<file path="src/rtl/core/u2u_pkg.sv">
// ----------------------------------------------------------------------------
// u2u_pkg
// Shared types and constants of the UTF-8 to UCS-2 byte stream decoder.
// ----------------------------------------------------------------------------
package u2u_pkg;

    localparam int unsigned ByteW  = 8;
    localparam int unsigned CodeW  = 16;
    localparam int unsigned CountW = 3;

    // Replacement character '?'
    localparam logic [CodeW-1:0] REPL_CHAR    = 16'h003F;
    // Largest value that may still take six more bits
    localparam logic [CodeW-1:0] SHIFT_LIMIT  = 16'h03FF;
    localparam logic [CodeW-1:0] SURR_LOW     = 16'hD800;
    localparam logic [CodeW-1:0] SURR_HIGH    = 16'hDFFF;
    localparam logic [CodeW-1:0] NONCHAR_FFFE = 16'hFFFE;
    localparam logic [CodeW-1:0] NONCHAR_FFFF = 16'hFFFF;

    // Latin-1 substitutes in eight-bit mode
    localparam logic [CodeW-1:0] LEFT_QUOTE   = 16'h2018;
    localparam logic [CodeW-1:0] RIGHT_QUOTE  = 16'h2019;
    localparam logic [CodeW-1:0] HYPHEN       = 16'h2010;
    localparam logic [CodeW-1:0] MINUS_SIGN   = 16'h2212;
    localparam logic [CodeW-1:0] BACKTICK     = 16'h0060;
    localparam logic [CodeW-1:0] APOSTROPHE   = 16'h0027;
    localparam logic [CodeW-1:0] DASH         = 16'h002D;

    // Registered input byte
    typedef struct packed {
        logic             valid;
        logic [ByteW-1:0] data;
    } u2u_item_t;

    // Decode result for the byte held in the input register
    typedef struct packed {
        logic              emit;
        logic [CodeW-1:0]  code;
        logic [CountW-1:0] pending;
    } u2u_result_t;

endpackage

</file>
<file path="src/rtl/core/u2u_in_stage.sv">
// ----------------------------------------------------------------------------
// u2u_in_stage
// Input register: holds one byte until the decode step consumes it.
// ----------------------------------------------------------------------------
module u2u_in_stage (
    input  logic                   aclk,
    input  logic                   aresetn,
    input  logic                   s_tvalid,
    output logic                   s_tready,
    input  logic [u2u_pkg::ByteW-1:0] s_tdata,
    input  logic                   advance,
    output u2u_pkg::u2u_item_t     item
);
    import u2u_pkg::*;

    logic             valid_reg;
    logic             valid_next;
    logic [ByteW-1:0] data_reg;

    // Free slot, or the held byte leaves this cycle
    assign s_tready = !valid_reg || advance;

    always_comb begin
        valid_next = valid_reg;
        if (s_tvalid && s_tready) begin
            valid_next = 1'b1;
        end else if (advance) begin
            valid_next = 1'b0;
        end
    end

    always_ff @(posedge aclk) begin
        if (!aresetn) begin
            valid_reg <= 1'b0;
        end else begin
            valid_reg <= valid_next;
        end
    end

    always_ff @(posedge aclk) begin
        if (s_tvalid && s_tready) begin
            data_reg <= s_tdata;
        end
    end

    assign item.valid = valid_reg;
    assign item.data  = data_reg;

endmodule

</file>
<file path="src/rtl/core/u2u_step.sv">
// ----------------------------------------------------------------------------
// u2u_step
// Decode step: running sequence state and the per-byte update logic.
// ----------------------------------------------------------------------------
module u2u_step (
    input  logic                aclk,
    input  logic                aresetn,
    input  u2u_pkg::u2u_item_t  item,
    input  logic                advance,
    input  logic                eight_bit_mode,
    output u2u_pkg::u2u_result_t result
);
    import u2u_pkg::*;

    logic [CountW-1:0] pending_reg;
    logic [CountW-1:0] pending_next;
    logic [CodeW-1:0]  partial_reg;
    logic [CodeW-1:0]  partial_next;
    logic              emit;
    logic [CountW-1:0] shamt;
    logic [6:0]        top_bits;
    logic [CodeW-1:0]  work;
    logic [CodeW-1:0]  mapped;

    // Next sequence state for the held byte
    always_comb begin
        pending_next = pending_reg;
        partial_next = partial_reg;
        emit         = 1'b0;
        shamt        = 3'd7 - pending_reg;
        top_bits     = item.data[6:0] >> shamt;
        work         = partial_reg;
        if (!item.data[7]) begin
            // ASCII: pass through, drop any partial sequence
            partial_next = {8'h00, item.data};
            pending_next = '0;
            emit         = 1'b1;
        end else if (!item.data[6]) begin
            // Continuation byte
            if (pending_reg == '0) begin
                partial_next = REPL_CHAR;
                emit         = 1'b1;
            end else begin
                // overlong: nothing assembled and no payload in the top bits
                if (partial_reg == '0 && top_bits == '0) begin
                    work = REPL_CHAR;
                end
                if (work > SHIFT_LIMIT) begin
                    work = REPL_CHAR;
                end else begin
                    work = {work[CodeW-7:0], item.data[5:0]};
                end
                if ((work >= SURR_LOW && work <= SURR_HIGH) ||
                    work == NONCHAR_FFFE || work == NONCHAR_FFFF) begin
                    work = REPL_CHAR;
                end
                partial_next = work;
                pending_next = pending_reg - 3'd1;
                emit         = (pending_reg == 3'd1);
            end
        end else if (!item.data[5]) begin
            pending_next = 3'd1;
            partial_next = {11'd0, item.data[4:0]};
            if (item.data[4:1] == 4'd0) begin
                partial_next = REPL_CHAR;
            end
        end else if (!item.data[4]) begin
            pending_next = 3'd2;
            partial_next = {12'd0, item.data[3:0]};
        end else if (!item.data[3]) begin
            pending_next = 3'd3;
            partial_next = {13'd0, item.data[2:0]};
        end else if (!item.data[2]) begin
            pending_next = 3'd4;
            partial_next = {14'd0, item.data[1:0]};
        end else if (!item.data[1]) begin
            pending_next = 3'd5;
            partial_next = {15'd0, item.data[0]};
        end else begin
            // 0xFE and 0xFF are never valid leads
            partial_next = REPL_CHAR;
            pending_next = '0;
            emit         = 1'b1;
        end
    end

    // Latin-1 substitution for wide values in eight-bit mode
    always_comb begin
        mapped = partial_next;
        if (eight_bit_mode && partial_next[CodeW-1:8] != '0) begin
            case (partial_next)
                LEFT_QUOTE:  mapped = BACKTICK;
                RIGHT_QUOTE: mapped = APOSTROPHE;
                HYPHEN:      mapped = DASH;
                MINUS_SIGN:  mapped = DASH;
                default:     mapped = REPL_CHAR;
            endcase
        end
    end

    always_ff @(posedge aclk) begin
        if (!aresetn) begin
            pending_reg <= '0;
            partial_reg <= '0;
        end else if (advance) begin
            pending_reg <= pending_next;
            partial_reg <= partial_next;
        end
    end

    assign result.emit    = item.valid && emit;
    assign result.code    = mapped;
    assign result.pending = pending_reg;

endmodule

</file>
<file path="src/rtl/core/u2u_out_stage.sv">
// ----------------------------------------------------------------------------
// u2u_out_stage
// Result register: holds a decoded character until the sink takes it.
// ----------------------------------------------------------------------------
module u2u_out_stage (
    input  logic                      aclk,
    input  logic                      aresetn,
    input  logic                      load,
    input  logic [u2u_pkg::CodeW-1:0] code,
    output logic                      free,
    output logic                      m_tvalid,
    input  logic                      m_tready,
    output logic [u2u_pkg::CodeW-1:0] m_tdata
);
    import u2u_pkg::*;

    logic             valid_reg;
    logic             valid_next;
    logic [CodeW-1:0] data_reg;

    // Room for a new result this cycle
    assign free = !valid_reg || m_tready;

    always_comb begin
        valid_next = valid_reg;
        if (load) begin
            valid_next = 1'b1;
        end else if (m_tready) begin
            valid_next = 1'b0;
        end
    end

    always_ff @(posedge aclk) begin
        if (!aresetn) begin
            valid_reg <= 1'b0;
        end else begin
            valid_reg <= valid_next;
        end
    end

    always_ff @(posedge aclk) begin
        if (load) begin
            data_reg <= code;
        end
    end

    assign m_tvalid = valid_reg;
    assign m_tdata  = data_reg;

endmodule

</file>
<file path="src/rtl/core/utf8_to_ucs2_decoder.sv">
// ----------------------------------------------------------------------------
// utf8_to_ucs2_decoder
// Byte stream UTF-8 decoder producing UCS-2 characters, with an optional
// Latin-1 substitution mode.
// ----------------------------------------------------------------------------
//  channel   dir  tdata                     meaning
//  s_        in   [7:0]  in_byte            one raw UTF-8 byte
//  m_        out  [15:0] code_point         decoded character, '?' on error
//  cfg_      in   cfg_wdata = eight_bit_mode
//
//  One byte per cycle sustained while m_ does not stall; a byte passes the
//  input register, decode logic and result register on its way to m_.
//  Bytes that complete no character produce no transaction on m_.
//  A stall on m_ holds a byte in the input register only if it emits.
//  Reset clears sequence state, the valid flags of both stage registers and the mode bit.
// ----------------------------------------------------------------------------
module utf8_to_ucs2_decoder (
    input  logic                      aclk,
    input  logic                      aresetn,
    input  logic                      cfg_we,
    input  logic                      cfg_wdata,     // [0] eight_bit_mode
    input  logic                      s_tvalid,
    output logic                      s_tready,
    input  logic [u2u_pkg::ByteW-1:0] s_tdata,       // [7:0] in_byte
    output logic                      m_tvalid,
    input  logic                      m_tready,
    output logic [u2u_pkg::CodeW-1:0] m_tdata        // [15:0] code_point
);
    import u2u_pkg::*;

    logic        mode_reg;
    logic        advance;
    logic        out_free;
    u2u_item_t   item;
    u2u_result_t result;

    // Configuration register
    always_ff @(posedge aclk) begin
        if (!aresetn) begin
            mode_reg <= 1'b0;
        end else if (cfg_we) begin
            mode_reg <= cfg_wdata;
        end
    end

    // Held byte moves on unless its result has nowhere to go
    assign advance = item.valid && (!result.emit || out_free);

    u2u_in_stage u_in (
        .aclk     (aclk),
        .aresetn  (aresetn),
        .s_tvalid (s_tvalid),
        .s_tready (s_tready),
        .s_tdata  (s_tdata),
        .advance  (advance),
        .item     (item)
    );

    u2u_step u_step (
        .aclk           (aclk),
        .aresetn        (aresetn),
        .item           (item),
        .advance        (advance),
        .eight_bit_mode (mode_reg),
        .result         (result)
    );

    u2u_out_stage u_out (
        .aclk     (aclk),
        .aresetn  (aresetn),
        .load     (advance && result.emit),
        .code     (result.code),
        .free     (out_free),
        .m_tvalid (m_tvalid),
        .m_tready (m_tready),
        .m_tdata  (m_tdata)
    );

`ifndef SYNTHESIS
    // At most five continuation bytes are ever expected
    a_pending_range: assert property (@(posedge aclk) disable iff (!aresetn)
        result.pending <= 3'd5)
        else $error("pending continuation count out of range");

    // An emitting byte must wait while the result register is blocked
    a_hold_on_stall: assert property (@(posedge aclk) disable iff (!aresetn)
        (item.valid && result.emit && m_tvalid && !m_tready) |-> !s_tready)
        else $error("input accepted while emitting byte is stalled");

    // A consumed emitting byte shows up on the result channel next cycle
    a_emit_lands: assert property (@(posedge aclk) disable iff (!aresetn)
        (advance && result.emit) |=> m_tvalid)
        else $error("decoded character lost");
`endif

endmodule
</file>
<file path="config.mk">
export PLATFORM = sky130hd
export DESIGN_NAME = utf8_to_ucs2_decoder
export DESIGN_NICKNAME = d
export VERILOG_FILES = /design/src/rtl/core/u2u_pkg.sv /design/src/rtl/core/u2u_in_stage.sv /design/src/rtl/core/u2u_step.sv /design/src/rtl/core/u2u_out_stage.sv /design/src/rtl/core/utf8_to_ucs2_decoder.sv
export SDC_FILE = /design/constraint.sdc
export NUM_CORES = 1
export LEC_CHECK = 0
export ABC_AREA = 1
export ABC_CLOCK_PERIOD_IN_PS = 7550
export BUFFER_PORTS_ARGS = -buffer_cell sky130_fd_sc_hd__buf_4
export CORE_ASPECT_RATIO = 0.7
export CORE_MARGIN = 10
export CORE_UTILIZATION = 42
export DETAILED_ROUTE_END_ITERATION = 16
export GPL_TIMING_DRIVEN = 0
export HOLD_SLACK_MARGIN = 0.1
export PLACE_DENSITY = 0.59
export SLEW_MARGIN = 20
export SYNTH_ARGS = -nofsm -noshare
export SYNTH_HDL_FRONTEND = slang
export SYNTH_SLANG_ARGS = --single-unit
</file>
<file path="constraint.sdc">
create_clock -name aclk -period 7.55 [get_ports aclk]
set_input_delay 1.1325 -clock aclk [delete_from_list [all_inputs] [get_ports aclk]]
set_output_delay 1.1325 -clock aclk [all_outputs]
set_load 0.01 [all_outputs]
</file>
==> qor.txt <==
CELLS AND AREA
--------------------------------------------------------------------------------------
Non-filler instance count after layout                                             478
Final standard cell utilization of the core                                      0.503
Ratio of cells with drive above 1 in the final layout                            0.223
Synthesis-to-layout area growth                                                  15.7%
Nets@finish                                                                        415
Number of antenna diodes                                                             0
Number of fillers in the final layout                                              630

DRT
--------------------------------------------------------------------------------------
Vias                                                                             2,440
Remaining routing DRC violations                                                     0
Sum of routed wire length over all layers                                      6970 um
Drt first pass iters                                                                 5
Via density per instance                                                          5.10
Number of DRC markers after the initial detailed-route iteration                   146
Remaining number of nets flagged by the antenna check after routing                  0
Routed len/inst                                                                14.6 um

DIE
--------------------------------------------------------------------------------------
Floorplan die area                                                          10,100 um2
Die outline width                                                               116 um
Die boundary height                                                            87.3 um
Count of pins on the block boundary                                                 32
Number of placement rows                                                            24
Core area                                                                     6250 um2
Starting utilization of the core area                                            0.435

SETUP PATH
--------------------------------------------------------------------------------------
Category of the critical setup timing path                                  reg -> out
Crit path launch                                                          u_in.data_reg[7]
Endpoint class of the critical path                                       primary output
Number of buffers and inverters on the critical path                                 3
Kind of start point of the critical path                                      register
CP Data Arrival Time                                                           2060 ps
CP max-delay cell                                                         sky130_fd_sc_hd__edfxtp_1
Cell family contributing the most delay on the critical path              buffers and inverters
CP Data Required Time                                                          6420 ps
Stage delay of the slowest cell on the critical path                            520 ps
Cell repeated most along the worst path                                   sky130_fd_sc_hd__inv_1
Critical Path Fanout Max                                                             7
Origin of the critical flop-to-flop path                                  u_in.data_reg[7]
Cell Chain, Critical Path                                                 inv_1 -> nor2_2 -> inv_1 -> o221ai_1 -> or2_2 -> buf_4

TIMING
--------------------------------------------------------------------------------------
Setup slack of the critical path after layout                                  4360 ps
RSZ-0062 raised after global routing                                             false
Maximum clock frequency                                                        313 MHz
Worst slew pin tran                                                             786 ps
Setup tns final                                                                   0 ps
Final Max Slew Viols                                                                 0
Setup violations, final                                                              0
Shortest period the worst path allows                                          3190 ps
Max Clock Skew                                                                 4.74 ps
Max-Slew Margin vs Limit                                                         0.476
Final hold vios                                                                      0
Period utilization                                                               0.423

LOGIC SYNTHESIS
--------------------------------------------------------------------------------------
Largest cells by area after synthesis                                     sky130_fd_sc_hd__edfxtp_1 27%, sky130_fd_sc_hd__dfxtp_1 16%, sky130_fd_sc_hd__nand2_1 8.4%, sky130_fd_sc_hd__nor2_1 7.7%, sky130_fd_sc_hd__inv_1 6.5%
Average size of a mapped cell                                                 7.53 um2
Yosys Warn Count                                                                     0
Primary FF master, synth                                                  sky130_fd_sc_hd__edfxtp_1
Number of synthesized register bits                                                 46
Number of nets in the synthesized netlist                                          377
Mapped cell area                                                              2720 um2
Post-synth EDFFs                                                                    24
Cell count after synthesis                                                         361
Async set or reset register ratio after synthesis                                    0
Part of the Yosys area used for sequential elements                              0.427
Count of distinct cell types in the synthesized netlist                             38
Fraction of post-synthesis cell area in the top cell type by area                0.265
Cell type with the highest aggregate area in the netlist                  sky130_fd_sc_hd__edfxtp_1
Most frequently used cell type in the post-synthesis netlist              sky130_fd_sc_hd__nand2_1
Most common library cells after synthesis                                 61 x sky130_fd_sc_hd__nand2_1, 56 x sky130_fd_sc_hd__nor2_1, 47 x sky130_fd_sc_hd__inv_1, 27 x sky130_fd_sc_hd__a21oi_1

PLACED DESIGN
--------------------------------------------------------------------------------------
Weighted congestion reported at the end of routability-driven placement          0.910
Instance count after placement with tap cells included                             470
Post-place setup slack                                                         4440 ps
Detailed-placement wirelength estimate                                         5450 um
Port Buf Inserts                                                                    31

GRT
--------------------------------------------------------------------------------------
Total Routing Usage GR                                                           0.141
Total gr overflow                                                                    0
Wire length of the first global-routing pass                                 11,400 um
Via count of the first global-routing pass                                       2,207
Maximum number of pins on one net before global-route repair                        17
Initial antenna violation count                                                      0

POWER AND IR DROP
--------------------------------------------------------------------------------------
Switch share                                                                     0.299
Clk network pwr share                                                            0.286
Leakage power summed over all cells                                            1.40 nW
Ratio of total power to cell area                                           178 nW/um2
Combinational group share of total power                                         0.199
Internal power                                                                0.391 mW
Worst VDD drop                                                               0.0720 mV
Part of the total power dissipated in sequential elements                        0.515
Net load switching power                                                      0.167 mW

CTS
--------------------------------------------------------------------------------------
CTS H-Tree Depth                                                                     2
TritonCTS clock tree                                                               yes
Hold-fix buffers at CTS                                                              0
Number of CTS-inserted buffers                                                       5
Root buffer cell                                                          sky130_fd_sc_hd__clkbuf_8
Sink Count                                                                          46
CTS Buffer Depth                                                                     2
Clock Pin Slew Worst Setup and Hold Paths                                        90 ps
Post-CTS Repair Setup Buffers                                                        0
Resized cells post-CTS                                                               0
Clock latency of the later-clocked register in the worst-skew pair              300 ps

WORST HOLD PATH
--------------------------------------------------------------------------------------
Path type of the worst min-delay path                                       reg -> reg
Source of the worst hold timing path                                          mode_reg

JOB
--------------------------------------------------------------------------------------
Count of max-cap constraint violations                                               0

STATUS
--------------------------------------------------------------------------------------
Result of the run                                                         complete, no violations

[placed cells by master (no fill, tap or decap), types with 3 or more instances in the layout]
cell type / count
sky130_fd_sc_hd__a21oi_1: 27
sky130_fd_sc_hd__buf_4: 32
sky130_fd_sc_hd__buf_6: 3
sky130_fd_sc_hd__clkbuf_1: 3
sky130_fd_sc_hd__clkbuf_8: 6
sky130_fd_sc_hd__dfxtp_1: 22
sky130_fd_sc_hd__edfxtp_1: 24
sky130_fd_sc_hd__inv_1: 47
sky130_fd_sc_hd__inv_2: 7
sky130_fd_sc_hd__nand2_1: 61
sky130_fd_sc_hd__nand2_2: 14
sky130_fd_sc_hd__nand3_1: 17
sky130_fd_sc_hd__nand3_2: 6
sky130_fd_sc_hd__nand4_1: 3
sky130_fd_sc_hd__nor2_1: 55
sky130_fd_sc_hd__nor2_2: 6
sky130_fd_sc_hd__nor3_1: 4
sky130_fd_sc_hd__o211ai_1: 5
sky130_fd_sc_hd__o21ai_0: 24
sky130_fd_sc_hd__o21ai_1: 7
[kinds of logic (layout without fill, tap and decap cells)]
kind of cell	after synthesis	after routing	share of synthesized area
xor+xnor	1	1	0.00322
fa+ha+maj	2	2	0.00921
buf+inv	64	103	0.0990
compound gates	73	73	0.157
flops	46	46	0.427
simple gates	175	175	0.305
[metal layers]
metal	share of wire	track usage
met3	0.066	0.0337
met4	0.0054	0.0385
met5	0	0
met2	0.39	0.185
met1	0.54	0.218
[worst reg2reg max path: stages, from the launching register on]
cell	delay, ps
sky130_fd_sc_hd__edfxtp_1	510
sky130_fd_sc_hd__inv_1	190
sky130_fd_sc_hd__nor2_2	220
sky130_fd_sc_hd__inv_1	150
sky130_fd_sc_hd__nor2_2	300
sky130_fd_sc_hd__buf_2	320
sky130_fd_sc_hd__nand3_1	110
sky130_fd_sc_hd__o21ai_1	170
sky130_fd_sc_hd__nor2_1	70
sky130_fd_sc_hd__nand2_1	150
sky130_fd_sc_hd__inv_1	120
sky130_fd_sc_hd__nand3_1	90
sky130_fd_sc_hd__nand2_1	60
sky130_fd_sc_hd__inv_1	50
sky130_fd_sc_hd__o21ai_1	50
sky130_fd_sc_hd__nand2_1	60
sky130_fd_sc_hd__nand2_1	40
[final timing paths]
kind | endpoint | slack, ps | cells past startpoint
setup reg to reg | u_out.m_tdata[3] | 4660 | 16
setup / recovery | s_tready | 4360 | 6
hold reg to reg | u_out.m_tdata[13] | 530 | 1
hold / removal | u_out.m_tdata[13] | 530 | 1
[power by group through the flow]
| stage | clock network (mW) | logic (mW) | registers (mW) |
|---|---|---|---|
| 3_3_place_gp | 0 | 0.109 | 0.293 |
| 6_report | 0.159 | 0.111 | 0.287 |
| 4_1_cts | 0.164 | 0.110 | 0.287 |
| 3_5_place_dp | 0 | 0.110 | 0.293 |
| 5_1_grt | 0.170 | 0.125 | 0.289 |
| 2_1_floorplan | 0 | 0.0751 | 0.293 |
[area by class of cell]
class / instances / area [um2] / area share
Timing Repair Buffer: 31 / 233 / 0.0740
Sequential cell: 46 / 1160 / 0.369
Tap cell: 78 / 97.6 / 0.0311
Clock buffer: 7 / 87.6 / 0.0279
Buffer: 9 / 62.6 / 0.0199
Clock inverter: 1 / 5.00 / 0.00159
Inverter: 55 / 206 / 0.0657
Multi-Input combinational cell: 251 / 1290 / 0.410
[stage by stage]
step | hold WS [ps] | power [mW] | cell area [um2]
final | 527 | 0.558 | 3140
after global routing | 562 | 0.584 | 3140
after CTS | 533 | 0.561 | 3140
after detailed placement | 517 | 0.403 | 3050
after global placement | 512 | 0.403 | 3050
after floorplan | 486 | 0.368 | 2720
(Power assumes the default switching activity.)
